File: src/rtl/normalizing_integer_divider_macros.svh
// Assertion macros for the normalizing integer divider.
// Included by the modules that carry assertions; needs nothing else.
`ifndef NORMALIZING_INTEGER_DIVIDER_MACROS_SVH
`define NORMALIZING_INTEGER_DIVIDER_MACROS_SVH

// Same-cycle implication, disabled during reset.
`define NID_ASSERT_SAME(label, clk, rst, ante, cons, msg) \
   label: assert property (@(posedge clk) disable iff (rst) (ante) |-> (cons)) \
      else $error(msg);

// Next-cycle implication, disabled during reset.
`define NID_ASSERT_NEXT(label, clk, rst, ante, cons, msg) \
   label: assert property (@(posedge clk) disable iff (rst) (ante) |=> (cons)) \
      else $error(msg);

`endif

File: src/rtl/nid_pkg.sv
// Package for the normalizing integer divider: word width, payload structs
// and the shared leading-digit encoder. Depends on nothing.
package nid_pkg;

   localparam int WORD_BITS = 32;
   localparam int POS_BITS  = $clog2(WORD_BITS + 2);

   typedef struct packed {
      logic signed [WORD_BITS-1:0] dividend;
      logic [WORD_BITS-2:0]        divisor;
   } req_type;

   typedef struct packed {
      logic signed [WORD_BITS-1:0] quotient;
      logic [WORD_BITS-2:0]        remainder;
      logic                        divide_by_zero;
   } rsp_type;

   // 1-based position of the highest set bit, 0 when none.
   function automatic logic [POS_BITS-1:0] lead_pos(input logic [WORD_BITS:0] v);
      logic [POS_BITS-1:0] pos;
      pos = '0;
      for (int i = 0; i <= WORD_BITS; i++) begin
         if (v[i]) begin
            pos = POS_BITS'(i + 1);
         end
      end
      return pos;
   endfunction

endpackage

File: src/rtl/normalizing_integer_divider.sv
// Normalizing integer divider: floor quotient and nonnegative remainder.
// One module around a shared add/subtract unit; uses nid_pkg and the
// assertion macros header.
//
// Usage: the request channel (req_valid, req_stall, req_data) carries a
// signed dividend and an unsigned divisor. The result channel (rsp_valid,
// rsp_stall, rsp_data) returns quotient, remainder and divide_by_zero.
// A transfer happens on a rising edge with valid high and stall low.
// req_stall is high while a division runs; one division at a time.
// Steps: after the request transfer the divider encodes the divisor (S_PX),
// then runs shift-and-add steps, each a pass through the leading-digit
// encoder (S_LEAD) and a pass through the adder (S_STEP), then final
// corrections (S_FIX); a zero divisor goes straight to S_OUT, which hands
// the result on. The next request is taken once the divider is back in idle.
// The result sits in an output register; a new request is taken while it
// waits. If the receiver stalls and the next result is ready, the divider
// holds in its output state until the register frees up.
// Reset (synchronous, active high) returns to idle and drops rsp_valid.
module normalizing_integer_divider
   import nid_pkg::*;
(
   input  logic    clock,
   input  logic    reset,
   input  logic    req_valid,
   output logic    req_stall,
   input  req_type req_data,
   output logic    rsp_valid,
   input  logic    rsp_stall,
   output rsp_type rsp_data
);

`include "normalizing_integer_divider_macros.svh"

   typedef enum logic [2:0] {
      S_IDLE,
      S_PX,
      S_LEAD,
      S_STEP,
      S_FIX,
      S_OUT
   } state_type;

   state_type                state_ff, state_in;
   logic signed [WORD_BITS:0] y_ff, y_in;
   logic [WORD_BITS-1:0]     z_ff, z_in;
   logic [WORD_BITS-2:0]     x_ff, x_in;
   logic [POS_BITS-1:0]      px_ff, px_in;
   logic [POS_BITS-1:0]      d_ff, d_in;
   logic                     dz_ff, dz_in;
   logic                     rsp_valid_ff, rsp_valid_in;
   rsp_type                  rsp_data_ff, rsp_data_in;

   logic                     req_xfer;
   logic                     out_free;
   logic                     y_neg;
   logic [WORD_BITS:0]       enc_in;
   logic [POS_BITS-1:0]      enc_out;
   logic [POS_BITS-1:0]      shamt;
   logic [WORD_BITS:0]       opnd;
   logic signed [WORD_BITS:0] sum;
   logic [WORD_BITS-1:0]     qstep;

   assign req_stall = (state_ff != S_IDLE);
   assign req_xfer  = req_valid && !req_stall;
   assign out_free  = !rsp_valid_ff || !rsp_stall;
   assign y_neg     = y_ff[WORD_BITS];

   // shared leading-digit encoder: divisor once, then partial remainder
   assign enc_in  = (state_ff == S_PX) ? {2'b00, x_ff} : (y_neg ? ~y_ff : y_ff);
   assign enc_out = lead_pos(enc_in);

   // shared add/subtract unit
   assign shamt = (state_ff == S_STEP) ? d_ff : '0;
   assign opnd  = {2'b00, x_ff} << shamt;
   assign sum   = y_neg ? (y_ff + $signed(opnd)) : (y_ff - $signed(opnd));
   assign qstep = WORD_BITS'(1) << shamt;

   always_comb begin
      state_in     = state_ff;
      y_in         = y_ff;
      z_in         = z_ff;
      x_in         = x_ff;
      px_in        = px_ff;
      d_in         = d_ff;
      dz_in        = dz_ff;
      rsp_valid_in = rsp_valid_ff && rsp_stall;
      rsp_data_in  = rsp_data_ff;
      case (state_ff)
         S_IDLE: begin
            if (req_xfer) begin
               y_in     = {req_data.dividend[WORD_BITS-1], req_data.dividend};
               x_in     = req_data.divisor;
               z_in     = '0;
               dz_in    = (req_data.divisor == '0);
               state_in = (req_data.divisor == '0) ? S_OUT : S_PX;
            end
         end
         S_PX: begin
            px_in    = enc_out;
            state_in = S_LEAD;
         end
         S_LEAD: begin
            if (enc_out > px_ff) begin
               d_in     = enc_out - px_ff;
               state_in = S_STEP;
            end else begin
               state_in = S_FIX;
            end
         end
         S_STEP: begin
            y_in     = sum;
            z_in     = y_neg ? (z_ff - qstep) : (z_ff + qstep);
            state_in = S_LEAD;
         end
         S_FIX: begin
            if (y_neg) begin
               y_in = sum;
               z_in = z_ff - qstep;
            end else if (!sum[WORD_BITS]) begin
               y_in = sum;
               z_in = z_ff + qstep;
            end else begin
               state_in = S_OUT;
            end
         end
         S_OUT: begin
            if (out_free) begin
               rsp_valid_in = 1'b1;
               if (dz_ff) begin
                  rsp_data_in = '{quotient: '0, remainder: '0, divide_by_zero: 1'b1};
               end else begin
                  rsp_data_in = '{quotient: z_ff, remainder: y_ff[WORD_BITS-2:0],
                                  divide_by_zero: 1'b0};
               end
               state_in = S_IDLE;
            end
         end
         default: begin
            state_in = S_IDLE;
         end
      endcase
   end

   always_ff @(posedge clock) begin
      if (reset) begin
         state_ff     <= S_IDLE;
         rsp_valid_ff <= 1'b0;
      end else begin
         state_ff     <= state_in;
         rsp_valid_ff <= rsp_valid_in;
      end
      y_ff         <= y_in;
      z_ff         <= z_in;
      x_ff         <= x_in;
      px_ff        <= px_in;
      d_ff         <= d_in;
      dz_ff        <= dz_in;
      rsp_data_ff  <= rsp_data_in;
   end

   assign rsp_valid = rsp_valid_ff;
   assign rsp_data  = rsp_data_ff;

   `NID_ASSERT_SAME(a_step_nonzero, clock, reset, state_ff == S_STEP, d_ff != '0, "zero shift step")
   `NID_ASSERT_SAME(a_rem_in_range, clock, reset, (state_ff == S_OUT) && !dz_ff, (!y_ff[WORD_BITS]) && (y_ff < $signed({2'b00, x_ff})), "remainder out of range")
   `NID_ASSERT_SAME(a_rsp_source, clock, reset, $rose(rsp_valid_ff), $past(state_ff) == S_OUT, "result without output state")
   `NID_ASSERT_NEXT(a_accept_path, clock, reset, req_xfer, (state_ff == S_PX) || (state_ff == S_OUT), "bad state after transfer")

endmodule
File: config.mk
export PLATFORM = sky130hd
export DESIGN_NAME = normalizing_integer_divider
export DESIGN_NICKNAME = d
export VERILOG_FILES = /design/src/rtl/nid_pkg.sv /design/src/rtl/normalizing_integer_divider.sv
export VERILOG_INCLUDE_DIRS = /design/src /design/src/rtl
export SDC_FILE = /design/constraint.sdc
export NUM_CORES = 1
export LEC_CHECK = 0
export ABC_AREA = 1
export BUFFER_PORTS_ARGS = -buffer_cell sky130_fd_sc_hd__buf_2
export CORE_UTILIZATION = 66
export CTS_CLUSTER_DIAMETER = 120
export DETAILED_ROUTE_END_ITERATION = 8
export PLACE_DENSITY = 0.88
export RECOVER_POWER = 25
export REMOVE_ABC_BUFFERS = 1
export SETUP_SLACK_MARGIN = 0.15
export SLEW_MARGIN = 20
export SYNTH_ARGS = -nofsm -noshare
export SYNTH_HDL_FRONTEND = slang
export SYNTH_SLANG_ARGS = --single-unit
File: constraint.sdc
create_clock -name clock -period 13.9 [get_ports clock]
set_input_delay 0 -clock clock [delete_from_list [all_inputs] [get_ports clock]]
set_output_delay 0 -clock clock [all_outputs]
set_load 0.02 [all_outputs]
==> results of run 1 <==
==> cell families after synthesis <==
logic type	count (synthesis)	share of synthesized area [%]
AND/OR/NAND/NOR	810	24.7
AO/OA/AOI/OAI	410	16.2
XOR/XNOR	77	4.88
flip-flops	177	38.2
multiplexers	5	0.362
adder cells (fa/ha/maj)	74	6.86
buffers and inverters	301	8.79
==> metrics by stage <==
stage / worst slack (ns) / utilization, % / cells
4_1_cts: 6.97 / 78.0 / 2298
3_3_place_gp: 7.23 / 71.7 / 2201
3_5_place_dp: 7.02 / 71.7 / 2201
5_1_grt: 6.32 / 77.4 / 2298
6_report: 6.82 / 77.4 / 2298
2_1_floorplan: 7.35 / - / 1787
==> synthesized netlist by cell type, drive strengths merged, types with 11 or more instances <==
master and number:
ha 71, a21oi 144, buf 35, edfxtp 173, inv 233, nand3 60
xor2 41, nor4 11, o21a 16, xnor2 36, a31oi 11, nor2 280
o21ai 201, nand4 13, nand2 413, clkbuf 32, nor3 24
==> final timing paths <==
kind	startpoint	to	slack [ns]	depth (start not counted)
setup / recovery	state_ff[0]	y_ff[0]	6.82	36
hold / removal	rsp_stall	state_ff[0]	0.22	5
setup reg to reg	state_ff[0]	y_ff[0]	6.82	36
hold reg to reg	z_ff[0]	rsp_data[32]	0.55	2
==> flip-flops by register name (all words and copies together), names as in the netlist <==
register and count:
px_ff 6, x_ff 31, state_ff 3, d_ff 6, y_ff 33, dz_ff 1, z_ff 32, rsp_valid 1
rsp_data 64
==> worst reg2reg max path, delay by kind of cell (launching register included) <==
kind | cells | cell delay, ns
AOI/OAI and AO/OA | 5 | 0.97
adders and majority gates | 1 | 0.34
DFF | 1 | 0.53
buffers and inverters | 7 | 1.51
and+or+nand+nor | 22 | 3.12
xor gates and xnor gates | 1 | 0.17
==> layer usage <==
metal / vias to the layer above / wire [um] / share of wire [%] / global-route usage, %
li1: 6497 / - / - / -
met1: 6260 / 16100 / 38 / 48.7
met5: - / 0 / 0 / 0
met4: 0 / 1850 / 4.3 / 21.0
met3: 165 / 3750 / 8.8 / 6.46
met2: 805 / 20700 / 49 / 68.3
==> layout make-up <==
| class | count | area [um^2] |
|---|---|---|
| clock buffer | 18 | 429 |
| clock inverter | 13 | 199 |
| fill | 1424 | 4600 |
| inverter | 234 | 887 |
| multi-input combinational | 1376 | 7350 |
| sequential | 177 | 5280 |
| tap | 270 | 338 |
| timing repair buffer | 210 | 1290 |
==> implementation parameters, run 1 <==
Parameter                              Value

Run status
  Status    complete, but fails checks
  Violated checks    max-capacitance violations, max-slew violations

Logic synthesis
  Mean area per synthesized cell    7.45 um^2
  Number of flops mapped to enable cells by yosys    173
  Cells taking the most area after synthesis    edfxtp_1 (38%), nand2_1 (11%), nor2_1 (7.2%)
  Count of different cell masters after synthesis    60
  Post-synth top area share    37.6%
  Register bit total from synthesis    177
  Portion of the post-synthesis area used by sequential elements    38.2%
  Cell type contributing the most total cell area after synthesis    edfxtp_1
  Post-synthesis async set-or-reset flop share    0%
  Instance count of the mapped netlist    1854
  Synth Cell Area    13800 um^2
  Primary flip-flop cell chosen by synthesis mapping    edfxtp_1
  Count of warnings emitted by yosys    0

Route
  Total iterations of the first detailed-routing run    6
  First-iteration detailed-routing DRC count    1415
  Number of vias in the routed layout    13700
  DRC violation count after routing    0
  Routed length per placed instance    18.5 um
  Number of nets with antenna violations after routing    0
  WL final    42500 um
  DR vias/cell    5.97

Floorplan
  Site Rows    52
  Effective utilization at floorplan    67.8%
  Count of pins on the block boundary    133
  Die width    147 um
  Die outline area    21500 um^2
  Die height    147 um
  CORE AREA    20400 um^2

Place
  Routability-driven placement congestion ratio    0.952
  Post-detailed-placement cell area    14600 um^2
  Buffers on Ports    132
  Detailed placement HPWL    28100 um

Setup path
  Kind of cell adding the most delay to the critical path    simple AND/OR/NAND/NOR gates
  Sort of element at the end of the critical path    flop
  CP max FO    64
  Buffers plus inverters on the worst setup path    7
  CP Data Arrival Time    7.14 ns
  Kind of critical path    reg2reg
  Category of the worst setup path launch point    flop
  Slowest stage cell, crit path    buf_4
  Required time reported for the critical path endpoint    13.97 ns
  CP peak stage delay    0.70 ns

CTS
  Register clock-pin slew on the reported worst setup and hold paths    0.07 ns
  Clock root buffer    clkbuf_16
  Clk_lat worst skew    0.45 ns
  Number of levels in the clock H-tree    4
  Number of resized instances in the post-cts repair step    0
  Number of post-CTS setup repair buffers    0
  Buffer levels on the longest clock path    2
  Post-CTS Hold Fix Bufs    66
  CTS tree    built
  Cts bufs inserted    17
  Clock Sinks    177

GRT
  Antenna violations before repair    0
  Number of global-route vias before repair    13500
  GRT Residual Overflow    0
  Pin count of the biggest net entering global routing    65
  Global-route wire length before repair    67100 um
  GRT Overall Usage    40.0%

STA
  Final clock skew    0.0160 ns
  Setup TNS Final    0 ns
  Unrepaired setup endpoints after global routing    no
  Worst hold slack after final layout    0.219 ns
  Number of pins exceeding their max-slew limit in the final report    65
  Actual transition at the worst max-transition pin    3.48 ns
  Highest achievable clock rate    141 MHz
  Minimum clock period    7.08 ns
  Worst rel slew slack    -132%
  Final count of hold timing violations    0
  Share of the clock period used by the worst path after layout    50.9%
  Final count of negative-setup-slack endpoints    0

Layout
  Most frequent standard cell in the layout excluding fill and tap cells    nand2_1
  Layout net count    2157
  Layout cell share with drive strength beyond 1    7.10%
  Area grow syn2layout    14.1%
  Commonest cells after routing, fill and taps aside    nand2_1 (407), nor2_1 (264), inv_1 (217)
  Antenna diode count    0
  Post-Layout Inst Area    15800 um^2

Flow run
  # Max-Cap Violations    1

Hold path
  Class of the tightest hold or removal check    in2reg
Power of run 1 is not shown: default switching activity piles up to over one toggle a cycle in this logic, so the estimate is an artifact.
==> run 2: changes to the inputs <==
--- a/config.mk
+++ b/config.mk
@@ -6,12 +6,12 @@
 export SDC_FILE = /design/constraint.sdc
 export NUM_CORES = 1
 export LEC_CHECK = 0
-export ABC_AREA = 1
+export ABC_AREA = 0
 export BUFFER_PORTS_ARGS = -buffer_cell sky130_fd_sc_hd__buf_2
-export CORE_UTILIZATION = 66
+export CORE_UTILIZATION = 61
 export CTS_CLUSTER_DIAMETER = 120
 export DETAILED_ROUTE_END_ITERATION = 8
-export PLACE_DENSITY = 0.88
+export PLACE_DENSITY = 0.82
 export RECOVER_POWER = 25
 export REMOVE_ABC_BUFFERS = 1
 export SETUP_SLACK_MARGIN = 0.15
==> constraint.sdc (replaced) <==
create_clock -name clock -period 7.05 [get_ports clock]
set_input_delay 0 -clock clock [delete_from_list [all_inputs] [get_ports clock]]
set_output_delay 0 -clock clock [all_outputs]
set_load 0.02 [all_outputs]
==> implementation parameters, run 2 <==
Parameter                              Value

Run status
  Status    complete, but fails checks
  Violated checks    max-capacitance violations, max-slew violations

Place
  Buffers on Ports    132 (unchanged)
  Detailed placement HPWL    32500 um (+16%)
  Routability-driven placement congestion ratio    0.983 (+3.2%)
  DP Cell Count    2019 (-8.3%)

Pwr
  Worst vdd rail ir drop    337 uV
  Internal power    0.00411 W
  Total power divided by cell area    451 nW/um^2
  Leakage power of the design    6.82 nW
  Combinational share of power    60.2%
  Switching power    0.00346 W
  Clock share of power    13.9%
  Register share of total power    25.9%
  Switching share of power    45.7%

STA
  Highest achievable clock rate    155 MHz (+9.4%)
  Share of the clock period used by the worst path after layout    91.8% (+41 points)
  Worst rel slew slack    -96.7% (+35 points)
  Setup TNS Final    0 ns (unchanged)
  Final count of negative-setup-slack endpoints    0 (unchanged)
  Final count of hold timing violations    0 (unchanged)
  Minimum clock period    6.47 ns (-0.610 ns)
  Number of pins exceeding their max-slew limit in the final report    65 (unchanged)
  Unrepaired setup endpoints after global routing    no
  Final clock skew    0.0142 ns (-0.00182 ns)
  Actual transition at the worst max-transition pin    2.95 ns (-0.529 ns)

Hold path
  Class of the tightest hold or removal check    in2reg

CTS
  Number of post-CTS setup repair buffers    0 (unchanged)
  Number of levels in the clock H-tree    4 (unchanged)
  Buffer levels on the longest clock path    2 (unchanged)
  Register clock-pin slew on the reported worst setup and hold paths    0.08 ns (about the same)
  Clk_lat worst skew    0.44 ns (about the same)
  Clock Sinks    177 (unchanged)
  CTS tree    built
  Cts bufs inserted    17 (unchanged)
  Clock root buffer    clkbuf_16

Setup path
  Sort of element at the end of the critical path    flop
  Category of the worst setup path launch point    flop
  Register-to-register setup slack    0.58 ns (-6.24 ns)
  CP max FO    36 (-44%)
  Required time reported for the critical path endpoint    7.17 ns (-6.80 ns)
  CP Data Arrival Time    6.59 ns (-0.55 ns)
  Kind of critical path    reg2reg

Flow run
  # Max-Cap Violations    1 (unchanged)

Logic synthesis
  Number of flops mapped to enable cells by yosys    173 (unchanged)
  Cell type contributing the most total cell area after synthesis    edfxtp_1
  Register bit total from synthesis    177 (unchanged)
  Post-synth top area share    36.0% (-1.6 points)
  Post-synthesis async set-or-reset flop share    0% (unchanged)
  Primary flip-flop cell chosen by synthesis mapping    edfxtp_1
  Top-count cell post-synth    edfxtp_1
  Commonest cells in the synthesized netlist    edfxtp_1 (173), nor2_1 (140), a21oi_1 (135)
  Synth Cell Area    14400 um^2 (+4.5%)
  Cells taking the most area after synthesis    edfxtp_1 (36%), ha_1 (6.2%), a21oi_1 (4.7%)
  Count of warnings emitted by yosys    0 (unchanged)
  Mean area per synthesized cell    9.01 um^2 (+21%)
  Count of different cell masters after synthesis    93 (+55%)
  Instance count of the mapped netlist    1602 (-14%)
  Portion of the post-synthesis area used by sequential elements    36.5% (-1.7 points)

Layout
  Most frequent standard cell in the layout excluding fill and tap cells    edfxtp_1
  Area grow syn2layout    16.3%
  Layout cell share with drive strength beyond 1    9.86% (+2.8 points)
  Fill cell count    1735 (+22%)
  Max reg flops    64 (unchanged)
  Commonest cells after routing, fill and taps aside    edfxtp_1 (173), nor2_1 (139), a21oi_1 (133)
  Antenna diode count    0 (unchanged)
  Layout net count    1934 (-10%)
  Final cell count without fillers    2119 (-7.8%)

Route
  Routed length per placed instance    21.5 um (+16%)
  WL final    45500 um (+7.2%)
  Number of nets with antenna violations after routing    0 (unchanged)
  Total iterations of the first detailed-routing run    6 (unchanged)
  Number of vias in the routed layout    13800 (+0.21%)
  DR vias/cell    6.49 (+8.7%)
  First-iteration detailed-routing DRC count    1271 (-10%)
  DRC violation count after routing    0 (unchanged)

GRT
  Number of global-route vias before repair    12900 (-4.0%)
  GRT Overall Usage    37.4% (-2.5 points)
  Antenna violations before repair    0 (unchanged)
  GRT Residual Overflow    0 (unchanged)
  Pin count of the biggest net entering global routing    65 (unchanged)
  Global-route wire length before repair    70200 um (+4.6%)

Floorplan
  Die outline area    24300 um^2 (+13%)
  CORE AREA    22900 um^2 (+13%)
  Die height    156 um (+6.3%)
  Die width    156 um (+6.3%)
  Count of pins on the block boundary    133 (unchanged)
  Effective utilization at floorplan    63.0% (-4.8 points)
  Site Rows    55 (+5.8%)
run 2: cell types whose count changed after synthesis, sizes merged, moves of 25 or more:
cell / change
nand2: -286
nand2b: +25
nor2: -137
mux2i: +41
nor2b: +83
a21o: +42
a211oi: +26
o21ai: -79
inv: -196
run 2: cell families after synthesis:
kind of cell	synth area share (%)
fa+ha+maj	6.57
xor+xnor	5.88
flops	36.5
simple gates	20.8
buf+inv	3.66
mux	4.14
compound gates	22.5
run 2: path summary, 6_finish.rpt:
check               start         to  depth (start not counted)
max               d_ff[4]    y_ff[2]                         19
min          req_data[14]   x_ff[14]                          2
max reg2reg       d_ff[4]    y_ff[2]                         19
min reg2reg     rsp_valid  rsp_valid                          2
run 2: area by class of cell:
| cell class | count | area [um^2] | share of cell area (%) |
|---|---|---|---|
| Clock buffer | 19 | 433 | 2.58 |
| Inverter | 38 | 143 | 0.850 |
| Timing Repair Buffer | 255 | 1670 | 9.93 |
| Multi-Input combinational cell | 1304 | 8680 | 51.7 |
| Clock inverter | 13 | 196 | 1.17 |
| Tap cell | 313 | 392 | 2.33 |
| Sequential cell | 177 | 5280 | 31.5 |
run 2: metrics by stage:
| step | worst slack, ns | cell area (um^2) | util, % | hold slack, ns | power, W |
|---|---|---|---|---|---|
| CTS | 0.481 | 16900 | 73.6 | 0.282 | 0.00744 |
| global route | 0.147 | 16800 | 73.3 | 0.287 | 0.00809 |
| floorplan | -0.750 | 14100 | - | 0.0646 | 0.00524 |
| global placement | 0.597 | 15600 | 68.0 | 0.192 | 0.00620 |
| finish | 0.581 | 16800 | 73.3 | 0.298 | 0.00757 |
| detailed placement | 0.509 | 15600 | 68.0 | 0.194 | 0.00634 |
run 2: power by group through the flow:
stage | clock (W) | combinational, W | sequential (W)
6_report | 0.00105 | 0.00456 | 0.00196
5_1_grt | 0.00109 | 0.00501 | 0.00199
4_1_cts | 0.00105 | 0.00445 | 0.00193
3_5_place_dp | 0 | 0.00439 | 0.00196
3_3_place_gp | 0 | 0.00426 | 0.00194
2_1_floorplan | 0 | 0.00331 | 0.00193
run 2: routing by layer:
| layer | share of wire (%) | global-route usage [%] | vias up |
|---|---|---|---|
| met3 | 7.9 | 5.64 | 148 |
| li1 | - | - | 6404 |
| met5 | 0 | 0 | - |
| met1 | 40 | 47.9 | 6452 |
| met2 | 47 | 61.8 | 752 |
| met4 | 4.8 | 18.4 | 0 |
run 2: repair_timing:
| action | in CTS | in global routing |
|---|---|---|
| endpoints found under the hold margin | 68 | 0 |
| gates resized for setup | 0 | 5 |
| hold buffers | 66 | 0 |
| setup endpoints to repair | 0 | 64 |
run 2: worst max-delay path, stage by stage (launching register included):
cell       delay, ns
edfxtp_1        0.51
nor2_1          0.45
nor2_2          0.16
nor2_1          0.79
nand3_1         0.22
ha_1            0.32
buf_4           0.19
nor2_1          0.11
xor2_1          0.16
ha_1            0.29
nor2b_1         0.18
o31a_1          0.31
o2111ai_1       0.43
a211oi_1        0.18
nor4_1          0.52
o31ai_1         0.26
xor2_1          0.23
xnor2_1         0.32
o31a_2          0.25
buf_12          0.23
Power figures use the tool's default switching activity.
==> run 3: changes to the inputs <==
--- a/config.mk
+++ b/config.mk
@@ -13,7 +13,6 @@
 export DETAILED_ROUTE_END_ITERATION = 8
 export PLACE_DENSITY = 0.82
 export RECOVER_POWER = 25
-export REMOVE_ABC_BUFFERS = 1
 export SETUP_SLACK_MARGIN = 0.15
 export SLEW_MARGIN = 20
 export SYNTH_ARGS = -nofsm -noshare
==> implementation parameters, run 3 (synthesis gave the netlist of run 2 again) <==
Parameter                              Value

Run status
  Status    finished clean

Setup path
  CP Data Arrival Time    6.62 ns (+0.03 ns)
  Required time reported for the critical path endpoint    7.17 ns (about the same)
  Kind of critical path    reg2reg
  List of cells traversed by the critical path    nand4b_4 -> buf_6 -> nand2_1 -> o32a_1 -> a21oi_1 -> a41oi_1 -> nor4_4 -> nand2_1 -> nor2_1 -> nor2_1 -> xor2_1 -> ha_1 -> nand4_1 -> or2_2 -> o31ai_1 -> nor4_1 -> o31ai_1 -> xor2_1 -> xnor2_1 -> o31a_2 -> buf_12
  CP max FO    48 (+33%)
  Sort of element at the end of the critical path    flop
  CP peak stage delay    0.58 ns (-0.21 ns)
  Buffers plus inverters on the worst setup path    2 (unchanged)
  Category of the worst setup path launch point    flop
  Slowest stage cell, crit path    dfxtp_1
  Kind of cell adding the most delay to the critical path    compound AO/OA/AOI/OAI gates

Layout
  Area grow syn2layout    15.0%
  Most frequent standard cell in the layout excluding fill and tap cells    edfxtp_1
  Antenna diode count    0 (unchanged)
  Commonest cells after routing, fill and taps aside    edfxtp_1 (173), nor2_1 (139), a21oi_1 (134)
  Layout net count    1920 (-0.72%)
  Max reg flops    64 (unchanged)
  Post-route core utilization    72.5% (-0.79 points)
  Layout cell share with drive strength beyond 1    9.15% (-0.70 points)

STA
  Minimum clock period    6.50 ns (+0.0285 ns)
  Worst rel slew slack    34.0% (+130 points)
  Share of the clock period used by the worst path after layout    92.2% (+0.40 points)
  Highest achievable clock rate    154 MHz (-0.44%)
  Final count of negative-setup-slack endpoints    0 (unchanged)
  Worst hold slack after final layout    0.274 ns (-0.0238 ns)
  Final clock skew    0.0109 ns (-0.00337 ns)
  Final setup slack of the worst path    0.553 ns (-0.0285 ns)
  Number of pins exceeding their max-slew limit in the final report    0 (-100%)
  Final count of hold timing violations    0 (unchanged)
  Actual transition at the worst max-transition pin    0.988 ns (-1.96 ns)
  Setup TNS Final    0 ns (unchanged)
  Unrepaired setup endpoints after global routing    no

CTS
  Clock root buffer    clkbuf_16
  Clock Sinks    177 (unchanged)
  Number of levels in the clock H-tree    4 (unchanged)
  Clk_lat worst skew    0.45 ns (about the same)
  CTS tree    built
  Register clock-pin slew on the reported worst setup and hold paths    0.08 ns (about the same)
  Buffer levels on the longest clock path    2 (unchanged)
  Cts bufs inserted    17 (unchanged)

GRT
  Global-route wire length before repair    71900 um (+2.5%)
  Number of global-route vias before repair    13000 (+0.54%)
  Antenna violations before repair    0 (unchanged)
  Pin count of the biggest net entering global routing    65 (unchanged)
  GRT Residual Overflow    0 (unchanged)
  GRT Overall Usage    39.1% (+1.7 points)

Pwr
  Total power divided by cell area    452 nW/um^2 (+0.31%)
  Switching share of power    46.9% (+1.2 points)
  Leakage power of the design    6.74 nW (-1.2%)
  Internal power    0.00399 W (-3.0%)
  Worst vdd rail ir drop    331 uV (-1.9%)
  Clock share of power    13.0% (-0.9 points)
  Combinational share of power    60.4% (+0.2 points)
  Switching power    0.00353 W (+1.9%)
  Register share of total power    26.6% (+0.7 points)

Flow run
  # Max-Cap Violations    0 (-1)

Route
  DR vias/cell    6.51 (+0.32%)
  WL final    46800 um (+2.9%)
  Total iterations of the first detailed-routing run    5 (-1)
  First-iteration detailed-routing DRC count    1344 (+5.7%)
  Number of nets with antenna violations after routing    0 (unchanged)
  DRC violation count after routing    0 (unchanged)
  Routed length per placed instance    22.3 um (+3.6%)
  Number of vias in the routed layout    13700 (-0.34%)

Place
  Worst Setup Slack post-DPL    0.545 ns (+0.0360 ns)
  Buffers on Ports    132 (unchanged)
  Routability-driven placement congestion ratio    1.01 (+3.2%)
  Detailed placement HPWL    34100 um (+4.7%)

Floorplan
  Die width    156 um (unchanged)
  Die outline area    24300 um^2 (unchanged)
  CORE AREA    22900 um^2 (unchanged)
  Site Rows    55 (unchanged)
  Effective utilization at floorplan    63.0% (unchanged)
  Die height    156 um (unchanged)
  Count of pins on the block boundary    133 (unchanged)

Logic synthesis
  Net count after synthesis    1743

Hold path
  Class of the tightest hold or removal check    in2reg
==> run 3: routing by layer <==
| layer | vias up | global-route usage, % | routed length [um] |
|---|---|---|---|
| li1 | 6367 | - | - |
| met1 | 6441 | 49.5 | 18700 |
| met2 | 730 | 63.5 | 21600 |
| met3 | 171 | 8.28 | 4160 |
| met4 | 0 | 19.5 | 2350 |
| met5 | - | 0 | 0 |
==> run 3: timing repair <==
| action | 4_1_cts | 5_1_grt |
|---|---|---|
| hold buffers | 66 | 0 |
| buffers inserted | 0 | 0 |
| gates resized for setup | 0 | 4 |
| hold endpoints to repair | 69 | 0 |
| endpoints found under the setup margin | 0 | 64 |
==> run 3: through the flow <==
step	instance area [um^2]	cells	power, W
finish	16600	2105	0.00751
global route	16600	2105	0.00801
CTS	16700	2105	0.00740
detailed placement	15500	2007	0.00637
global placement	15500	2007	0.00625
floorplan	14400	1602	0.00527
==> run 3: final timing paths <==
| kind | from | to | slack [ns] | cells past startpoint |
|---|---|---|---|---|
| max reg2reg | state_ff[2] | z_ff[27] | 0.55 | 21 |
| max | state_ff[2] | z_ff[27] | 0.55 | 21 |
| min | req_data[12] | x_ff[12] | 0.27 | 2 |
| min reg2reg | rsp_valid | rsp_valid | 0.55 | 2 |
==> run 3: power groups by stage <==
stage               Sequential, W  Combinational, W  Clock (W)
floorplan                 0.00183           0.00344          0
global placement          0.00198           0.00427          0
detailed placement        0.00199           0.00438          0
CTS                       0.00197           0.00445   0.000979
global route              0.00202           0.00498    0.00101
finish                    0.00200           0.00454   0.000975
==> run 3: worst reg2reg max path, cell delays in order (launching register included) <==
cell and delay [ns]:
dfxtp_1 0.58, nand4b_4 0.42, buf_6 0.32, nand2_1 0.12, o32a_1 0.36, a21oi_1 0.41
a41oi_1 0.28, nor4_4 0.49, nand2_1 0.13, nor2_1 0.11, nor2_1 0.06, xor2_1 0.18
ha_1 0.41, nand4_1 0.13, or2_2 0.36, o31ai_1 0.34, nor4_1 0.13, o31ai_1 0.38
xor2_1 0.26, xnor2_1 0.19, o31a_2 0.21, buf_12 0.26
==> run 3: layout make-up <==
type                    count  area, um^2
clock buffers              17         425
clock inverters            15         163
fillers                  1722        6310
inverters                  38         143
multi-input cells        1303        8660
flip-flops and latches    177        5280
well taps                 313         392
repair buffers            242        1550
